===== config.mk =====
export PLATFORM = sky130hd
export DESIGN_NAME = utf8_stream_decoder_unit
export DESIGN_NICKNAME = d
export VERILOG_FILES = /design/src/u8d_pkg.sv /design/src/u8d_front.sv /design/src/u8d_fifo.sv /design/src/u8d_back.sv /design/src/utf8_stream_decoder_unit.sv
export SDC_FILE = /design/constraint.sdc
export NUM_CORES = 1
export LEC_CHECK = 0
export BUFFER_PORTS_ARGS = -buffer_cell sky130_fd_sc_hd__buf_2
export CAP_MARGIN = 10
export CELL_PAD_IN_SITES_DETAIL_PLACEMENT = 1
export CELL_PAD_IN_SITES_GLOBAL_PLACEMENT = 1
export CORE_UTILIZATION = 57
export DETAILED_ROUTE_END_ITERATION = 16
export HOLD_SLACK_MARGIN = 0.08
export PLACE_DENSITY = 0.84
export SLEW_MARGIN = 10
export SYNTH_ARGS = -nofsm -noshare
export SYNTH_HDL_FRONTEND = slang
export SYNTH_HIERARCHICAL = 1
export SYNTH_SLANG_ARGS = --single-unit

===== constraint.sdc =====
create_clock -name clk -period 5.7 [get_ports clk]
set_input_delay 0.285 -clock clk [delete_from_list [all_inputs] [get_ports clk]]
set_output_delay 0.285 -clock clk [all_outputs]
set_load 0.02 [all_outputs]

===== src/u8d_pkg.sv =====
// Shared types, constants and decode functions for the UTF-8 stream decoder.
package u8d_pkg;

    localparam logic [20:0] REPL_CHAR  = 21'h00FFFD;
    localparam logic [20:0] MIN_LEN3   = 21'h000800;
    localparam logic [20:0] MIN_LEN4   = 21'h010000;
    localparam logic [20:0] MAX_SCALAR = 21'h10FFFF;
    localparam logic [20:0] SURR_LO    = 21'h00D800;
    localparam logic [20:0] SURR_HI    = 21'h00DFFF;
    localparam logic [20:0] MIN_LEN2   = 21'h000080;
    localparam logic [1:0]  CONT_TAG   = 2'b10;

    localparam int FIFO_DEPTH = 4;
    localparam int FIFO_AW    = $clog2(FIFO_DEPTH);

    // One decoded result
    typedef struct packed {
        logic [20:0] code_point;
        logic        is_error;
        logic [2:0]  bytes_used;
        logic        last;
    } result_t;

    // One queue entry: up to two results caused by one input byte
    typedef struct packed {
        logic    v0;
        logic    v1;
        result_t r0;
        result_t r1;
    } entry_t;

    // Outcome of decoding a byte as a lead from the idle state
    typedef struct packed {
        logic        emit;
        result_t     res;
        logic [2:0]  exp_len;
        logic [20:0] acc;
        logic        swallow;
    } lead_t;

    function automatic result_t repl_result(input logic [2:0] used, input logic last);
        result_t r;
        r.code_point = REPL_CHAR;
        r.is_error   = 1'b1;
        r.bytes_used = used;
        r.last       = last;
        return r;
    endfunction

    function automatic lead_t lead_decode(input logic [7:0] b, input logic [2:0] left);
        lead_t      r;
        logic [2:0] ones;
        r = '0;
        priority casez (b)
            8'b0???????: ones = 3'd0;
            8'b10??????: ones = 3'd1;
            8'b110?????: ones = 3'd2;
            8'b1110????: ones = 3'd3;
            8'b11110???: ones = 3'd4;
            default:     ones = 3'd5;
        endcase
        if (ones == 3'd0) begin
            r.emit           = 1'b1;
            r.res.code_point = {13'd0, b};
            r.res.is_error   = 1'b0;
            r.res.bytes_used = 3'd1;
            r.res.last       = 1'b1;
        end else if (ones < 3'd2 || ones > 3'd4) begin
            r.emit = 1'b1;
            r.res  = repl_result(3'd1, 1'b1);
        end else if (ones > left) begin
            if (left <= 3'd1) begin
                r.emit = 1'b1;
                r.res  = repl_result(3'd1, 1'b1);
            end else begin
                r.swallow = 1'b1;
                r.exp_len = left;
            end
        end else begin
            r.exp_len = ones;
            unique case (ones)
                3'd2:    r.acc = {16'd0, b[4:0]};
                3'd3:    r.acc = {17'd0, b[3:0]};
                default: r.acc = {18'd0, b[2:0]};
            endcase
        end
        return r;
    endfunction

    function automatic logic scalar_ok(input logic [2:0] len, input logic [20:0] cp);
        logic ok;
        ok = 1'b1;
        if (len == 3'd2 && cp < MIN_LEN2) ok = 1'b0;
        if (len == 3'd3 && cp < MIN_LEN3) ok = 1'b0;
        if (len == 3'd4 && cp < MIN_LEN4) ok = 1'b0;
        if (cp > MAX_SCALAR) ok = 1'b0;
        if (cp >= SURR_LO && cp <= SURR_HI) ok = 1'b0;
        return ok;
    endfunction

endpackage


===== src/u8d_front.sv =====
// Front end: accepts bytes, tracks the pending sequence and builds queue entries.
module u8d_front (
    input  logic            clk,
    input  logic            rst_n,
    input  logic            in_valid,
    output logic            in_ready,
    input  logic [7:0]      data_byte,
    input  logic [2:0]      bytes_left,
    input  logic            q_full,
    output logic            push,
    output u8d_pkg::entry_t push_entry
);
    import u8d_pkg::*;

    logic [2:0]  exp_len_reg, exp_len_next;
    logic [2:0]  rcv_reg, rcv_next;
    logic [20:0] acc_reg, acc_next;
    logic        swallow_reg, swallow_next;

    logic        accept;
    logic [2:0]  left_norm;
    logic [2:0]  rcv_inc;
    logic [20:0] acc_new;
    lead_t       lead;
    entry_t      ent;

    assign in_ready = !q_full;
    assign accept   = in_valid && in_ready;

    // Clamp the remaining count into 1..4
    always_comb
    begin
        if (bytes_left == 3'd0)
            left_norm = 3'd1;
        else if (bytes_left > 3'd4)
            left_norm = 3'd4;
        else
            left_norm = bytes_left;
    end

    assign lead    = lead_decode(data_byte, left_norm);
    assign rcv_inc = rcv_reg + 3'd1;
    assign acc_new = {acc_reg[14:0], data_byte[5:0]};

    // Decode the byte against the pending sequence
    always_comb
    begin
        ent          = '0;
        exp_len_next = exp_len_reg;
        rcv_next     = rcv_reg;
        acc_next     = acc_reg;
        swallow_next = swallow_reg;
        if (exp_len_reg == 3'd0) begin
            ent.v0       = lead.emit;
            ent.r0       = lead.res;
            exp_len_next = lead.exp_len;
            rcv_next     = (lead.exp_len != 3'd0) ? 3'd1 : 3'd0;
            acc_next     = lead.acc;
            swallow_next = lead.swallow;
        end else if (swallow_reg) begin
            if (rcv_inc >= exp_len_reg) begin
                ent.v0       = 1'b1;
                ent.r0       = repl_result(exp_len_reg, 1'b1);
                exp_len_next = 3'd0;
                rcv_next     = 3'd0;
                acc_next     = '0;
                swallow_next = 1'b0;
            end else begin
                rcv_next = rcv_inc;
            end
        end else if (data_byte[7:6] != CONT_TAG) begin
            // Broken sequence: flush it, then restart on this byte as a lead
            ent.v0       = 1'b1;
            ent.r0       = repl_result(rcv_reg, !lead.emit);
            ent.v1       = lead.emit;
            ent.r1       = lead.res;
            exp_len_next = lead.exp_len;
            rcv_next     = (lead.exp_len != 3'd0) ? 3'd1 : 3'd0;
            acc_next     = lead.acc;
            swallow_next = lead.swallow;
        end else if (rcv_inc >= exp_len_reg) begin
            ent.v0 = 1'b1;
            if (scalar_ok(exp_len_reg, acc_new)) begin
                ent.r0.code_point = acc_new;
                ent.r0.is_error   = 1'b0;
                ent.r0.bytes_used = exp_len_reg;
                ent.r0.last       = 1'b1;
            end else begin
                ent.r0 = repl_result(exp_len_reg, 1'b1);
            end
            exp_len_next = 3'd0;
            rcv_next     = 3'd0;
            acc_next     = '0;
            swallow_next = 1'b0;
        end else begin
            acc_next = acc_new;
            rcv_next = rcv_inc;
        end
    end

    assign push       = accept && ent.v0;
    assign push_entry = ent;

    // Advance sequence state on each accepted beat
    always_ff @(posedge clk or negedge rst_n)
    begin
        if (!rst_n) begin
            exp_len_reg <= '0;
            rcv_reg     <= '0;
            acc_reg     <= '0;
            swallow_reg <= 1'b0;
        end else if (accept) begin
            exp_len_reg <= exp_len_next;
            rcv_reg     <= rcv_next;
            acc_reg     <= acc_next;
            swallow_reg <= swallow_next;
        end
    end

`ifndef SYNTHESIS
    a_swallow_len: assert property (@(posedge clk) disable iff (!rst_n)
        swallow_reg |-> (exp_len_reg >= 3'd2))
        else $error("swallow active with short length");
    a_rcv_below_len: assert property (@(posedge clk) disable iff (!rst_n)
        (exp_len_reg != 3'd0) |-> (rcv_reg < exp_len_reg && rcv_reg != 3'd0))
        else $error("received count out of range for pending sequence");
`endif

endmodule


===== src/u8d_fifo.sv =====
// Short queue of decoded entries between front and back.
module u8d_fifo (
    input  logic            clk,
    input  logic            rst_n,
    input  logic            push,
    input  u8d_pkg::entry_t push_entry,
    input  logic            pop,
    output u8d_pkg::entry_t head,
    output logic            empty,
    output logic            full
);
    import u8d_pkg::*;

    entry_t             mem_reg [FIFO_DEPTH];
    logic [FIFO_AW-1:0] wr_ptr_reg;
    logic [FIFO_AW-1:0] rd_ptr_reg;
    logic [FIFO_AW:0]   count_reg;

    assign empty = (count_reg == '0);
    assign full  = (count_reg == (FIFO_AW+1)'(FIFO_DEPTH));
    assign head  = mem_reg[rd_ptr_reg];

    // Store pushed entries
    always_ff @(posedge clk)
    begin
        if (push)
            mem_reg[wr_ptr_reg] <= push_entry;
    end

    // Move pointers and occupancy
    always_ff @(posedge clk or negedge rst_n)
    begin
        if (!rst_n) begin
            wr_ptr_reg <= '0;
            rd_ptr_reg <= '0;
            count_reg  <= '0;
        end else begin
            if (push)
                wr_ptr_reg <= wr_ptr_reg + 1'b1;
            if (pop)
                rd_ptr_reg <= rd_ptr_reg + 1'b1;
            if (push && !pop)
                count_reg <= count_reg + 1'b1;
            else if (pop && !push)
                count_reg <= count_reg - 1'b1;
        end
    end

`ifndef SYNTHESIS
    a_no_overflow: assert property (@(posedge clk) disable iff (!rst_n)
        full |-> !push)
        else $error("push into full queue");
    a_no_underflow: assert property (@(posedge clk) disable iff (!rst_n)
        empty |-> !pop)
        else $error("pop from empty queue");
`endif

endmodule


===== src/u8d_back.sv =====
// Back end: unpacks queue entries into one result beat per cycle while the output is not stalled.
module u8d_back (
    input  logic             clk,
    input  logic             rst_n,
    input  u8d_pkg::entry_t  head,
    input  logic             empty,
    output logic             pop,
    output logic             out_valid,
    input  logic             out_ready,
    output u8d_pkg::result_t out_res
);
    import u8d_pkg::*;

    logic    out_valid_reg;
    result_t out_res_reg;
    logic    hold_valid_reg;
    result_t hold_res_reg;
    logic    load;

    assign load      = !out_valid_reg || out_ready;
    assign pop       = load && !hold_valid_reg && !empty;
    assign out_valid = out_valid_reg;
    assign out_res   = out_res_reg;

    // Hold the output beat until taken, then refill from hold or queue
    always_ff @(posedge clk or negedge rst_n)
    begin
        if (!rst_n) begin
            out_valid_reg  <= 1'b0;
            hold_valid_reg <= 1'b0;
        end else if (load) begin
            if (hold_valid_reg) begin
                out_valid_reg  <= 1'b1;
                hold_valid_reg <= 1'b0;
            end else if (!empty) begin
                out_valid_reg  <= 1'b1;
                hold_valid_reg <= head.v0 && head.v1;
            end else begin
                out_valid_reg <= 1'b0;
            end
        end
    end

    // Payload path
    always_ff @(posedge clk)
    begin
        if (load) begin
            if (hold_valid_reg) begin
                out_res_reg <= hold_res_reg;
            end else if (!empty) begin
                out_res_reg  <= head.v0 ? head.r0 : head.r1;
                hold_res_reg <= head.r1;
            end
        end
    end

`ifndef SYNTHESIS
    a_hold_needs_out: assert property (@(posedge clk) disable iff (!rst_n)
        hold_valid_reg |-> out_valid_reg)
        else $error("second result pending without a first");
    a_hold_blocks_pop: assert property (@(posedge clk) disable iff (!rst_n)
        hold_valid_reg |-> !pop)
        else $error("queue popped while second result pending");
`endif

endmodule


===== src/utf8_stream_decoder_unit.sv =====
// Top level of the streaming UTF-8 decoder with replacement character output.
//
//  Channel  Dir  tdata (low bit up)                        tuser     tlast
//  s_axis   in   data_byte[7:0], bytes_left[10:8], pad     -         -
//  m_axis   out  code_point[20:0], bytes_used[23:21]       is_error  last
//
// Takes one byte per cycle while the queue is not full. A queue entry is written when
// its byte is accepted, and the output register loads from the queue when it is free,
// so a result beat is offered once it has passed through the queue and output register.
// A byte that causes two results yields two output beats; the
// four-entry queue between front and back absorbs those and output stalls.
// Input ready drops only while the queue is full.
// Reset is asynchronous, active low, and returns the decoder to idle.
module utf8_stream_decoder_unit (
    input  logic        clk,
    input  logic        rst_n,
    input  logic        s_axis_tvalid,
    output logic        s_axis_tready,
    input  logic [15:0] s_axis_tdata,   // data_byte[7:0], bytes_left[10:8]
    output logic        m_axis_tvalid,
    input  logic        m_axis_tready,
    output logic [23:0] m_axis_tdata,   // code_point[20:0], bytes_used[23:21]
    output logic [0:0]  m_axis_tuser,   // is_error[0]
    output logic        m_axis_tlast
);
    import u8d_pkg::*;

    logic    q_push;
    entry_t  q_in;
    logic    q_pop;
    entry_t  q_head;
    logic    q_empty;
    logic    q_full;
    result_t res;

    u8d_front u_front (
        .clk        (clk),
        .rst_n      (rst_n),
        .in_valid   (s_axis_tvalid),
        .in_ready   (s_axis_tready),
        .data_byte  (s_axis_tdata[7:0]),
        .bytes_left (s_axis_tdata[10:8]),
        .q_full     (q_full),
        .push       (q_push),
        .push_entry (q_in)
    );

    u8d_fifo u_fifo (
        .clk        (clk),
        .rst_n      (rst_n),
        .push       (q_push),
        .push_entry (q_in),
        .pop        (q_pop),
        .head       (q_head),
        .empty      (q_empty),
        .full       (q_full)
    );

    u8d_back u_back (
        .clk       (clk),
        .rst_n     (rst_n),
        .head      (q_head),
        .empty     (q_empty),
        .pop       (q_pop),
        .out_valid (m_axis_tvalid),
        .out_ready (m_axis_tready),
        .out_res   (res)
    );

    // Pack the result beat
    assign m_axis_tdata = {res.bytes_used, res.code_point};
    assign m_axis_tuser = res.is_error;
    assign m_axis_tlast = res.last;

endmodule


==> results.toml <==
[power]
swShare_pct = 31.4
pwr-share-seq_pct = 47.0
power_switching_uw = 2270
ir_drop_mv = 0.318
total_power_uw = 7250
p_comb_share_pct = 27.7
power_frac_clock_pct = 25.2
power.density_nw_per_um2 = 527
p_leak_uw = 0.00486
p_int_uw = 4970

[synthesis]
avgSynthCellArea_sq_um = 17.4
synth-seq-area-share_pct = 70.7
async_flop_share_pct = 10.4
synth-edff-count = 268
synthTopCellsByArea = "edfxtp_1 (64%), mux4_2 (9.7%), dfrtp_1 (6.2%)"
syn_inst = 718
yosys_warnings = 6
yosysTopAreaCellShare_pct = 64.4
synth.distinct_cells = 71
synthFlopType = "edfxtp_1"
synth-seq-cells = 299
yosysTopAreaCell = "edfxtp_1"
synth_area_sq_um = 12500

[global_routing]
gr-total-overflow = 0
antenna_found_initial = 0
grtUsageTotal_pct = 25.4
grt_max_degree = 58
grt_pass1_wl_mm = 41.7
grt_pass1_vias = 7170

[timing]
holdWs_ns = 0.117
rsz0062_at_grt = "false"
period_minus_slack_ns = 3.86
fin_skew_ns = 0.0158
maxSlewHeadroom_pct = 24.3
fmax_mhz = 259
setup_viol_count_final = 0
worstMarginPinSlew_ns = 1.14
timing.setup.tns_ns = 0
slew_viol_final = 0
finalHoldViolations = 0
fin_crit_sh_pct = 67.8

[detailed_routing]
vias_per_cell = 6.22
wl_per_cell_um = 25.6
dr.pass1.iters = 5
drtIter0Drc = 546
drtAntennaViolNets = 0
wl_mm = 27.1
dr_total_vias = 6589
remaining_drc_errors = 0

[hold_path]
min_path_type = "in -> reg"
hp-start = "m_axis_tready"

[placed_design]
io_buffers = 42
dp_hpwl_mm = 15.6
dpl.cell_count = 1000
globalplace.congestion = 0.866

[cells_and_area]
stdcell_count = 1060
utilization_pct = 64.8
finalNetCount = 796
syn_to_final_growth_pct = 10.0
final_cell_mix = "edfxtp_1 (268), nand2_1 (78), mux4_2 (54), buf_2 (42), clkbuf_16 (31)"
largest_reg_flops = 216
drive_gt1_share_pct = 24.1
diodes = 0
nFillCells = 1875
mostFrequentLayoutCell = "edfxtp_1"

[clocking]
postCtsSetupBuffers = 0
cts-root-buf = "clkbuf_16"
cts.clk_slew.worst_paths_ns = 0.06
htree_levels = 1
cts_sinks = 299
cts_buffers = 30
clock_latency_ns = 0.56
cts.path.max_buffers = 3
cts_tree = "built"

[floorplanning]
start_util_pct = 58.9
ios = 48
chipWidth_um = 150
die_y_um = 150
fp-row-count = 53
die_area_sq_um = 22500
core_area_sq_um = 21200

[setup_path]
reg2reg_from = "u_front/rcv_reg[0]$_DFFE_PN0P_"
path_common_cell = "and2_4"
worst_path_max_delay_cell = "and2_4"
worstPathRequired_ns = 5.87
critPathMaxFanout = 54
cp_top_family = "simple AND/OR/NAND/NOR gates"
crit_type = "in -> reg"
slowest_delay_ns = 0.87
startpoint_type = "primary input"
startpoint = "s_axis_tdata[4]"
end_kind = "register"
crit_buf_inv = 2
crit_chain = "dlygate4sd3_1 -> buf_2 -> and2_4 -> and3_2 -> ha_1 -> nor4b_4 -> a31oi_4 -> a21oi_4 -> nor2_1 -> a21oi_1 -> and2_4"
worstPathArrival_ns = 4.03

[run]
maxCapViolCount = 0

[status]
status = "finished, final reports clean"
final timing paths:
kind	to	slack [ns]	cells past startpoint
worst max-delay path	u_fifo/mem_reg[0][22]$_DFFE_PP_	1.84	11
worst min-delay path	u_back/out_valid$_DFFE_PN0P_	0.12	3
worst max register to register	u_fifo/mem_reg[0][22]$_DFFE_PP_	2.14	8
worst min register to register	u_fifo/count_reg[2]$_DFFE_PN0P_	0.50	1
max in group asynchronous	u_fifo/rd_ptr_reg[0]$_DFFE_PN0P_	4.82	2
min in group asynchronous	u_fifo/wr_ptr_reg[0]$_DFFE_PN0P_	0.32	2
power groups by stage:
| stage | clock network (uW) | registers, uW | logic (uW) |
|---|---|---|---|
| floorplan | 0 | 3430 | 1480 |
| CTS | 1850 | 3420 | 2030 |
| global placement | 0 | 3390 | 1900 |
| finish | 1830 | 3410 | 2010 |
| global route | 1920 | 3460 | 2160 |
| detailed placement | 0 | 3450 | 2000 |
cell type report:
cell class	instances	area [sq um]	area share (%)
Sequential cell	299	8830	64.3
Tap cell	275	344	2.50
Multi-Input combinational cell	364	3290	23.9
Inverter	14	52.6	0.382
Clock inverter	13	93.8	0.683
Clock buffer	40	810	5.89
Timing Repair Buffer	55	325	2.37
kinds of logic (layout without fill, tap and decap cells):
kind of cell / count (synthesis) / after routing / synth area share (%)
DFF: 299 / 299 / 70.7
adders and majority gates: 12 / 12 / 1.26
AOI/OAI and AO/OA: 91 / 91 / 5.32
muxes: 82 / 82 / 12.0
and+or+nand+nor: 164 / 164 / 6.80
xor gates and xnor gates: 8 / 8 / 0.561
other: 1 / 7 / 0.0300
buffers and inverters: 61 / 122 / 3.38
synth_stat cells, types with 8 or more instances:
cell	n
and2_1	8
buf_2	14
buf_4	20
buf_6	9
dfrtp_1	31
edfxtp_1	268
ha_1	11
inv_1	13
mux2i_1	27
mux4_2	54
nand2_1	78
nand3_1	8
nand3_2	9
nor2_1	30
o21ai_0	25
o21ai_1	20
worst register-to-register path: stages (launching register included):
cell,delay [ns]
dfrtp_1,0.45
ha_1,0.34
ha_1,0.28
a21o_1,0.16
a211oi_2,0.13
nand2_1,0.19
nand2_1,0.13
a21oi_1,0.58
and2_4,0.87
through the flow:
step / area [sq um] / setup slack (ns)
4_1_cts: 13700 / 1.85
6_report: 13700 / 1.84
5_1_grt: 13700 / 1.56
3_5_place_dp: 12800 / 1.83
2_1_floorplan: 12500 / 1.92
3_3_place_gp: 12800 / 1.97
per-layer routing:
layer / wire length (um) / vias to the layer above / global-route usage [%] / part of all wire (%)
met5: 0 / - / 0 / 0
met4: 631 / 0 / 8.64 / 2.3
met3: 1280 / 52 / 3.14 / 4.7
met2: 14200 / 230 / 44.9 / 52
met1: 11000 / 3451 / 32.5 / 41
li1: - / 2856 / - / -
what timing repair did:
item | CTS | global route
setup endpoints to repair | 0 | 0
gates resized for setup | 0 | 0
hold buffers | 7 | 0
endpoints found under the hold margin | 37 | 0
Power figures use the tool's default switching activity.
